$ cat src/hw/rtl/laq_pkg.sv
package laq_pkg;

  localparam int LINE_MAX_DEF    = 64;
  localparam int QUEUE_DEPTH_DEF = 4;

  localparam logic [7:0] CH_CR  = 8'h0D;
  localparam logic [7:0] CH_LF  = 8'h0A;
  localparam logic [7:0] CH_NUL = 8'h00;

  localparam logic OP_BYTE = 1'b0;
  localparam logic OP_POP  = 1'b1;

  localparam logic [1:0] KIND_NONE  = 2'd0;
  localparam logic [1:0] KIND_CHAR  = 2'd1;
  localparam logic [1:0] KIND_EMPTY = 2'd2;

  typedef struct packed {
    logic       operation;
    logic [7:0] rx_byte;
    logic [6:0] pop_limit;
  } item_t;

  typedef struct packed {
    logic [1:0] result_kind;
    logic [7:0] line_char;
    logic       last_of_run;
  } result_t;

  typedef enum logic [1:0] {
    ST_IDLE,
    ST_COPY,
    ST_POP,
    ST_SINGLE
  } state_t;

endpackage

$ cat src/hw/rtl/line_assembler_with_line_queue.sv
// Line assembler with a drop-oldest line queue.
// Input channel in_valid/in_ready/in_data: a word is either one received byte
// (operation 0) or a pop request with a buffer size (operation 1).
// Bytes gather in a partial-line RAM; CR or LF ends a non-empty line, which is
// then copied into a text RAM of QUEUE_DEPTH line slots, dropping the oldest
// line when all slots are taken.
// Output channel out_valid/out_ready/out_data: a pop returns the oldest line
// one character per word with last_of_run on the final word, or one word of
// kind "none" or "empty".
// Timing: a plain byte is written straight into the partial-line RAM. Ending a line
// copies it one byte per cycle through the partial-line RAM read port. A pop,
// once accepted, returns one character per cycle through the text RAM read port
// while out_ready stays high.
// A stalled receiver holds the output word and the pop sequence; byte words are
// still taken while a finished result waits, but not during a copy or a pop.
// Reset (rst_n low, synchronous) empties the queue and the partial line; no
// memory clearing pass is needed.
module line_assembler_with_line_queue
  import laq_pkg::*;
#(
  parameter int LINE_MAX    = LINE_MAX_DEF,
  parameter int QUEUE_DEPTH = QUEUE_DEPTH_DEF
) (
  input  logic    clk,
  input  logic    rst_n,
  input  logic    in_valid,
  output logic    in_ready,
  input  item_t   in_data,
  output logic    out_valid,
  input  logic    out_ready,
  output result_t out_data
);

  localparam int LEN_W  = $clog2(LINE_MAX);
  localparam int SLOT_W = (QUEUE_DEPTH > 1) ? $clog2(QUEUE_DEPTH) : 1;
  localparam int CNT_W  = $clog2(QUEUE_DEPTH + 1);
  localparam int TA_W   = $clog2(QUEUE_DEPTH * LINE_MAX);
  localparam int CMP_W  = (LEN_W > 7) ? LEN_W : 7;

  localparam logic [LEN_W-1:0]  LEN_LAST  = LEN_W'(LINE_MAX - 1);
  localparam logic [SLOT_W-1:0] SLOT_LAST = SLOT_W'(QUEUE_DEPTH - 1);
  localparam logic [CNT_W-1:0]  DEPTH_C   = CNT_W'(QUEUE_DEPTH);
  localparam logic [TA_W-1:0]   STRIDE    = TA_W'(LINE_MAX);

  // memories
  logic [7:0]       part_mem [LINE_MAX];
  logic [7:0]       text_mem [QUEUE_DEPTH * LINE_MAX];
  logic [LEN_W-1:0] qlen_r   [QUEUE_DEPTH];

  state_t           state_r, state_nxt;
  logic [LEN_W-1:0] plen_r, plen_nxt;
  logic             nul_seen_r, nul_seen_nxt;
  logic [LEN_W-1:0] nul_pos_r, nul_pos_nxt;
  logic [SLOT_W-1:0] wslot_r, wslot_nxt;
  logic [SLOT_W-1:0] rslot_r, rslot_nxt;
  logic [CNT_W-1:0] count_r, count_nxt;
  logic [LEN_W-1:0] len_r, len_nxt;
  logic [LEN_W-1:0] rd_idx_r, rd_idx_nxt;
  logic [LEN_W-1:0] wr_idx_r, wr_idx_nxt;
  logic             pend_r, pend_nxt;
  logic [1:0]       kind_r, kind_nxt;
  logic             out_valid_r, out_valid_nxt;
  result_t          out_data_r, out_data_nxt;

  logic             pm_we, pm_re, tm_we, tm_re, qlen_we;
  logic [LEN_W-1:0] pm_waddr, pm_raddr;
  logic [TA_W-1:0]  tm_waddr, tm_raddr;
  logic [7:0]       pm_rdata_r, tm_rdata_r;

  logic             out_free, consume, issue;
  logic [CMP_W-1:0] lim_m1, qlen_ext;
  logic [TA_W-1:0]  wbase, rbase;

  assign out_free = !out_valid_r || out_ready;
  assign wbase    = TA_W'(wslot_r) * STRIDE;
  assign rbase    = TA_W'(rslot_r) * STRIDE;
  assign lim_m1   = CMP_W'(in_data.pop_limit) - CMP_W'(1);
  assign qlen_ext = CMP_W'(qlen_r[rslot_r]);

  always_ff @(posedge clk) begin
    if (pm_we) begin
      part_mem[pm_waddr] <= in_data.rx_byte;
    end
    if (pm_re) begin
      pm_rdata_r <= part_mem[pm_raddr];
    end
  end

  always_ff @(posedge clk) begin
    if (tm_we) begin
      text_mem[tm_waddr] <= pm_rdata_r;
    end
    if (tm_re) begin
      tm_rdata_r <= text_mem[tm_raddr];
    end
  end

  always_ff @(posedge clk) begin
    if (qlen_we) begin
      qlen_r[wslot_r] <= len_r;
    end
  end

  always_ff @(posedge clk) begin
    if (!rst_n) begin
      state_r     <= ST_IDLE;
      plen_r      <= '0;
      nul_seen_r  <= 1'b0;
      wslot_r     <= '0;
      rslot_r     <= '0;
      count_r     <= '0;
      pend_r      <= 1'b0;
      out_valid_r <= 1'b0;
    end else begin
      state_r     <= state_nxt;
      plen_r      <= plen_nxt;
      nul_seen_r  <= nul_seen_nxt;
      wslot_r     <= wslot_nxt;
      rslot_r     <= rslot_nxt;
      count_r     <= count_nxt;
      pend_r      <= pend_nxt;
      out_valid_r <= out_valid_nxt;
    end
  end

  always_ff @(posedge clk) begin
    nul_pos_r  <= nul_pos_nxt;
    len_r      <= len_nxt;
    rd_idx_r   <= rd_idx_nxt;
    wr_idx_r   <= wr_idx_nxt;
    kind_r     <= kind_nxt;
    out_data_r <= out_data_nxt;
  end

  always_comb begin
    state_nxt     = state_r;
    plen_nxt      = plen_r;
    nul_seen_nxt  = nul_seen_r;
    nul_pos_nxt   = nul_pos_r;
    wslot_nxt     = wslot_r;
    rslot_nxt     = rslot_r;
    count_nxt     = count_r;
    len_nxt       = len_r;
    rd_idx_nxt    = rd_idx_r;
    wr_idx_nxt    = wr_idx_r;
    pend_nxt      = pend_r;
    kind_nxt      = kind_r;
    out_data_nxt  = out_data_r;
    out_valid_nxt = out_valid_r && !out_ready;
    in_ready      = 1'b0;
    pm_we         = 1'b0;
    pm_re         = 1'b0;
    tm_we         = 1'b0;
    tm_re         = 1'b0;
    qlen_we       = 1'b0;
    pm_waddr      = plen_r;
    pm_raddr      = rd_idx_r;
    tm_waddr      = wbase + TA_W'(wr_idx_r);
    tm_raddr      = rbase + TA_W'(rd_idx_r);
    consume       = 1'b0;
    issue         = 1'b0;

    unique case (state_r)
      ST_IDLE: begin
        in_ready = 1'b1;
        if (in_valid) begin
          if (in_data.operation == OP_BYTE) begin
            if (in_data.rx_byte == CH_CR || in_data.rx_byte == CH_LF) begin
              if (plen_r != '0) begin
                // cut at the first zero byte
                len_nxt      = nul_seen_r ? nul_pos_r : plen_r;
                rd_idx_nxt   = '0;
                pend_nxt     = 1'b0;
                plen_nxt     = '0;
                nul_seen_nxt = 1'b0;
                state_nxt    = ST_COPY;
              end
            end else if (plen_r != LEN_LAST) begin
              pm_we    = 1'b1;
              plen_nxt = plen_r + 1'b1;
              if (in_data.rx_byte == CH_NUL && !nul_seen_r) begin
                nul_seen_nxt = 1'b1;
                nul_pos_nxt  = plen_r;
              end
            end else begin
              // overlong line: drop it together with this byte
              plen_nxt     = '0;
              nul_seen_nxt = 1'b0;
            end
          end else begin
            if (in_data.pop_limit == '0 || count_r == '0) begin
              kind_nxt  = KIND_NONE;
              state_nxt = ST_SINGLE;
            end else begin
              // limit above LINE_MAX needs no clamp: stored length stays below it
              len_nxt    = (qlen_ext < lim_m1) ? LEN_W'(qlen_ext) : LEN_W'(lim_m1);
              rd_idx_nxt = '0;
              pend_nxt   = 1'b0;
              if (qlen_ext == '0 || lim_m1 == '0) begin
                kind_nxt  = KIND_EMPTY;
                state_nxt = ST_SINGLE;
              end else begin
                state_nxt = ST_POP;
              end
            end
          end
        end
      end

      ST_COPY: begin
        tm_we = pend_r;
        if (rd_idx_r != len_r) begin
          pm_re      = 1'b1;
          wr_idx_nxt = rd_idx_r;
          rd_idx_nxt = rd_idx_r + 1'b1;
          pend_nxt   = 1'b1;
        end else begin
          pend_nxt  = 1'b0;
          qlen_we   = 1'b1;
          wslot_nxt = (wslot_r == SLOT_LAST) ? '0 : wslot_r + 1'b1;
          if (count_r == DEPTH_C) begin
            // queue full: drop the oldest line
            rslot_nxt = (rslot_r == SLOT_LAST) ? '0 : rslot_r + 1'b1;
          end else begin
            count_nxt = count_r + 1'b1;
          end
          state_nxt = ST_IDLE;
        end
      end

      ST_POP: begin
        consume = pend_r && out_free;
        issue   = (!pend_r || consume) && (rd_idx_r != len_r);
        if (consume) begin
          out_valid_nxt            = 1'b1;
          out_data_nxt.result_kind = KIND_CHAR;
          out_data_nxt.line_char   = tm_rdata_r;
          out_data_nxt.last_of_run = (rd_idx_r == len_r);
        end
        if (issue) begin
          tm_re      = 1'b1;
          rd_idx_nxt = rd_idx_r + 1'b1;
          pend_nxt   = 1'b1;
        end else if (consume) begin
          pend_nxt = 1'b0;
        end
        if (consume && rd_idx_r == len_r) begin
          rslot_nxt = (rslot_r == SLOT_LAST) ? '0 : rslot_r + 1'b1;
          count_nxt = count_r - 1'b1;
          state_nxt = ST_IDLE;
        end
      end

      ST_SINGLE: begin
        if (out_free) begin
          out_valid_nxt            = 1'b1;
          out_data_nxt.result_kind = kind_r;
          out_data_nxt.line_char   = CH_NUL;
          out_data_nxt.last_of_run = 1'b1;
          if (kind_r == KIND_EMPTY) begin
            rslot_nxt = (rslot_r == SLOT_LAST) ? '0 : rslot_r + 1'b1;
            count_nxt = count_r - 1'b1;
          end
          state_nxt = ST_IDLE;
        end
      end

      default: begin
        state_nxt = ST_IDLE;
      end
    endcase
  end

  assign out_valid = out_valid_r;
  assign out_data  = out_data_r;

endmodule

$ cat config.mk
export PLATFORM = sky130hd
export DESIGN_NAME = line_assembler_with_line_queue
export DESIGN_NICKNAME = d
export VERILOG_FILES = /design/src/hw/rtl/laq_pkg.sv /design/src/hw/rtl/line_assembler_with_line_queue.sv
export SDC_FILE = /design/constraint.sdc
export NUM_CORES = 2
export LEC_CHECK = 0
export BUFFER_PORTS_ARGS = -buffer_cell sky130_fd_sc_hd__buf_2
export CAP_MARGIN = 20
export CORE_MARGIN = 1.5
export CORE_UTILIZATION = 49
export DETAILED_ROUTE_END_ITERATION = 8
export SLEW_MARGIN = 20
export SYNTH_ARGS = -nofsm -noshare
export SYNTH_HDL_FRONTEND = slang
export SYNTH_SLANG_ARGS = --single-unit
$ cat constraint.sdc
create_clock -name clk -period 5.17 [get_ports clk]
set_clock_uncertainty 0.1 [all_clocks]
set_input_delay 1.034 -clock clk [delete_from_list [all_inputs] [get_ports clk]]
set_output_delay 1.034 -clock clk [all_outputs]
set_load 0.02 [all_outputs]
After elaboration in Yosys (flattened, before gate mapping). Memory sizes are Yosys's and may differ from the RTL's. A register that Yosys moved wholly into a read port is not among the register bits. Index checks and enable logic that the tools add are counted.

Bitwise operators: 3. $add $sub $neg: 9. Reduce and logical (&&, ||, !) cells: 40. Muxes and demuxes: 79. Eq/ne operators: 28. Magnitude comparators: 1.

Operator list (number): $mux 6 (15); $mux 2 (17); $mux 1 (33); $reduce_and 6->1 (5); $mux 11 (2); $ne 2x2->1 const B (11); $pmux 11 s2 (1); $logic_not 7->1 (3); $pmux 6 s3 (1); $add 8x6->8 (2); $eq 8x4->1 const B (2); $mux 3 (5); $add 6x1->6 const B (2); $ne 3x3->1 const B (4); $reduce_and 5->1 (2); $pmux 3 s3 (1); $eq 2x2->1 const B (4); $logic_not 8->1 (1); $pmux 2 s4 (1); $reduce_and 4->1 (2); $reduce_bool 2->1 (4); $lt 6x7->1 (1); $reduce_and 7->1 (1); $sub 7x1->7 const B (1); 23 further kinds (39).

Register bits after elaboration: 54. Memory bits (writable): 2584. Memories: 3. Output and inout bits: 13. Input bits: 20.

Memory list: text_mem (depth 256, width 8, rd ports 1, clocked after memory_dff 1, write ports 1, RTL line line_assembler_with_line_queue.sv:47) `logic [7:0] text_mem [QUEUE_DEPTH * LINE_MAX];`; part_mem (depth 64, width 8, rd ports 1, clocked after memory_dff 1, write ports 1, RTL line line_assembler_with_line_queue.sv:46) `logic [7:0] part_mem [LINE_MAX];`; qlen_r (depth 4, width 6, rd ports 1, clocked after memory_dff 1, write ports 1, RTL line line_assembler_with_line_queue.sv:48) `logic [LEN_W-1:0] qlen_r [QUEUE_DEPTH];`.

Longest topological paths before layout.
Word-level depth: 8. Depth in mapped cells: 13. Depth with buffers taken out: 12.

Worst setup path after synthesis. OpenSTA, ideal clock, no wires.

Path type: flip-flop to flip-flop. Start: register pm_rdata_r[0] (read register of part_mem). End: memory text_mem[0][0], data pin. Setup slack: 1.024 ns. Data required time: 4.253 ns. Clock period less this slack: 4.146 ns. Arrival time: 3.228 ns. Cell stages (with the launch flop): 1. Path through: edfxtp_1.

RTL lines: from (decl) (RTL line line_assembler_with_line_queue.sv:68) `logic [7:0] pm_rdata_r, tm_rdata_r;`; to (decl) (RTL line line_assembler_with_line_queue.sv:47).

Straight into the memory's write port.

Worst setup path in the final report.
Start: register rd_idx_r[0] (netlist: pm_raddr[0]). End: register tm_rdata_r[5] (read register of text_mem), data pin.

Word-level cells in the longest chain between the ends: 4.

Ends and longest elaborated chain: from (decl) (RTL line line_assembler_with_line_queue.sv:58) `logic [LEN_W-1:0] rd_idx_r, rd_idx_nxt;`; from (signal assigned) (RTL line line_assembler_with_line_queue.sv:129) `rd_idx_r <= rd_idx_nxt;`; branches (longest 4 deep; another with $add 8x6->8); to (decl) (RTL line line_assembler_with_line_queue.sv:68).

Several ways; the timed one is not identified. A chain may end at the register's enable or synchronous reset.

==> flow_summary.toml <==
[floorplanning]
row_count = 168
die_w_um = 464
die_h_um = 464
initial_utilization = 0.495
die_area_um2 = 215000
core_region_area_um2 = 210000
num_io_pins = 33

[flow_run]
cap_violations = 0

[routing]
viasPerCell = 6.28
drtAntennaViolNets = 0
drc = 0
vias = 52032
wl_per_cell_um = 32.6
first_pass_iters = 5
drtIter0Drc = 6000
wl_um = 270000

[power]
leakagePower_nw = 36.5
total_power_w = 0.0652
powerDensity_nw_per_um2 = 558
ir_drop_mv = 0.597

[worst_setup_path]
cp.required_ps = 5700
path_depth = 9
ff2ff_path_depth = 9
crit_start = "pm_raddr[0]"
max_stage_delay_ps = 930
rr_endpoint = "tm_rdata_r[5]"
worst_ep_arrival_time_ps = 4840
critPathBufInv = 2
worstReg2RegStart = "pm_raddr[0]"
criticalPathCategory = "flop to flop"
cp_slowest_cell = "edfxtp_1"
reg2reg_slack_ps = 850
worstSetupStartpointType = "flop"
critPathTopFamily = "compound AO/OA/AOI/OAI gates"
critPathMaxFanout = 50
crit_chain = "buf_12 > mux4_2 > mux2i_1 > o21ai_0 > a2111oi_0 > buf_4 > nor2_1 > o311ai_1 > o32ai_1"
crit_path_end_kind = "flop"
worstSetupEndpoint = "tm_rdata_r[5]"

[global_routing]
grt_max_degree = 220
antenna_found_initial = 6
grt_pass1_wl_um = 385000
grt_usage = 0.250
grt-ovfl-total = 0
grt_pass1_vias = 52032

[timing]
maxSlewHeadroom = 0.244
worst_slew_pin_slew_ps = 1130
period_needed_ps = 4320
period_share = 0.835
hold_viol_final = 0
drv_slew = 0
finalSetupViolCount = 0
rsz0062_at_grt = "no"
hold_slack_ps = 319
fmax_mhz = 232
tns_ps = 0

[yosys]
synth.distinct_cells = 73
synthSimpleGateAreaFrac = 0.0285
synth_seq_cells = 2656
synthCells = 5052
synth_seq_area_share = 0.765
synth.avg_cell_area_um2 = 20.6
synth-edff-count = 2636
yosys_warnings = 0
synth_compound_area_frac = 0.0342
async_flop_share = 0
synthXorXnorAreaFrac = 0.00160
synthAdderAreaFrac = 0.00260
ys.flop_type = "edfxtp_1"
synth_top_family_by_area = "multiplexers"
syn-num-nets = 5093
synthMuxAreaShare = 0.150
syn_area_um2 = 104000

[cells_and_area]
final_util = 0.556
area_delta_synth_final_pct = 12.5
fin_area_um2 = 117000
num-nets-final = 5317
drive_gt1_frac = 0.227

[placed_design]
place.detailed.hpwl_um = 160000
gp_congestion = 0.818
dpl_cell_area_um2 = 108000
port_buffers = 32

[status]
status = "finished clean"

[clocking]
cts_max_path_buffers = 4
clk_latency_ps = 950
htree_levels = 5
clk_pin_slew_ps = 60
clock_sinks = 2656
cts_setup_buffers = 0
cts_tree = "built"
numCtsBuffers = 291
ctsHoldBuffers = 0
cts_resized = 0
clockRootBuffer = "clkbuf_16"

[min_path]
worstHoldPathType = "input pin to flop"
## placed cells by master (no fill, tap or decap), types with 9 or more instances in the layout
cell type / count
o221ai_1: 39
buf_4: 172
o22ai_1: 56
nor2b_1: 37
o21ai_0: 43
buf_12: 39
edfxtp_1: 2636
clkinv_1: 52
a211oi_1: 51
nand2_1: 94
mux2i_1: 265
bufinv_16: 25
nand3_1: 40
nor2_1: 382
clkbuf_16: 298
clkbuf_1: 46
mux2_2: 19
buf_2: 32
nor3_1: 17
inv_1: 21
mux4_2: 563
a21oi_1: 93
nand3_2: 9
and2_1: 15
a2111oi_0: 10
ha_1: 20
dfxtp_1: 19
a221oi_1: 50
o211ai_1: 13
diode_2: 11
a31oi_1: 12
nand4_1: 16
clkinv_2: 53
xnor2_1: 13
a22oi_1: 64
nand2b_1: 15
## state kept, by name, summed over array words and instances, names as in the netlist, 2 cells and up, named ones only
signal and cells:
part_mem 512, count_r 3, wslot_r 2, nul_pos_r 6
wr_idx_r 6, state_r 2, len_r 6, plen_r 6
out_data 11, qlen_r 24, rslot_r 2, text_mem 2048
pm_rdata_r 8, tm_rdata_r 8, pm_raddr 6
## Yosys cell counts, types with 20 or more instances
master	instances	share of area
ha_1	20	0.0024
a211oi_1	51	0.0037
clkbuf_1	143	0.0052
dfxtp_1	20	0.0039
nor2_1	383	0.014
edfxtp_1	2636	0.76
o21ai_0	43	0.0021
nor2b_1	42	0.0025
nand3_1	49	0.0024
o22ai_1	56	0.0034
a221oi_1	50	0.0042
mux2i_1	265	0.026
buf_6	41	0.0044
o221ai_1	39	0.0033
buf_4	30	0.0022
inv_1	22	0.00079
nand2_1	94	0.0034
a22oi_1	64	0.0046
buf_2	66	0.0032
mux4_2	563	0.12
a21oi_1	93	0.0045
## cell families after synthesis
family	count (synthesis)
buffers and inverters	335
adders and majority gates	21
xor gates and xnor gates	19
muxes	847
AOI/OAI and AO/OA	502
and+or+nand+nor	672
DFF	2656
## report_power, final
group | internal [W] | switching, W
sequential | 0.0261 | 0.000269
combinational | 0.00692 | 0.0121
clock | 0.0117 | 0.00813
## how the worst min path moves through the flow
stage / from / end / cells after the start
2_1_floorplan: plen_r[4] / nul_pos_r[4] / 0
3_3_place_gp: state_r[0] / state_r[0] / 2
3_5_place_dp: state_r[0] / state_r[0] / 2
4_1_cts: in_data[7] / part_mem[40][0] / 1
5_1_grt: in_data[7] / part_mem[40][0] / 1
6_report: in_data[7] / part_mem[40][0] / 1
## area by class of cell
cell class | count | area, um2
sequential | 2656 | 79600
clock buffer | 345 | 7640
fill | 15825 | 93300
inverter | 23 | 86.3
clock inverter | 139 | 1290
tap | 2805 | 3510
timing repair buffer | 243 | 2230
antenna | 11 | 27.5
multi-input combinational | 2061 | 22600
## layer usage
layer  routed length [um]  vias to the layer above  share of wire  GRT usage
li1                     -                    21420              -          -
met1               111000                    27915           0.41      0.357
met2               132000                     2292           0.49      0.399
met3                20100                      403          0.074     0.0428
met4                 7370                        2          0.027     0.0745
met5                   14                        -       0.000052          0
## metrics by stage
stage	std cells	setup slack (ps)
3_5_place_dp	7788	788
4_1_cts	8272	740
6_report	8283	852
3_3_place_gp	7787	837
5_1_grt	8273	670
2_1_floorplan	5052	1020
Note: power is estimated with default switching activity, not from simulation.
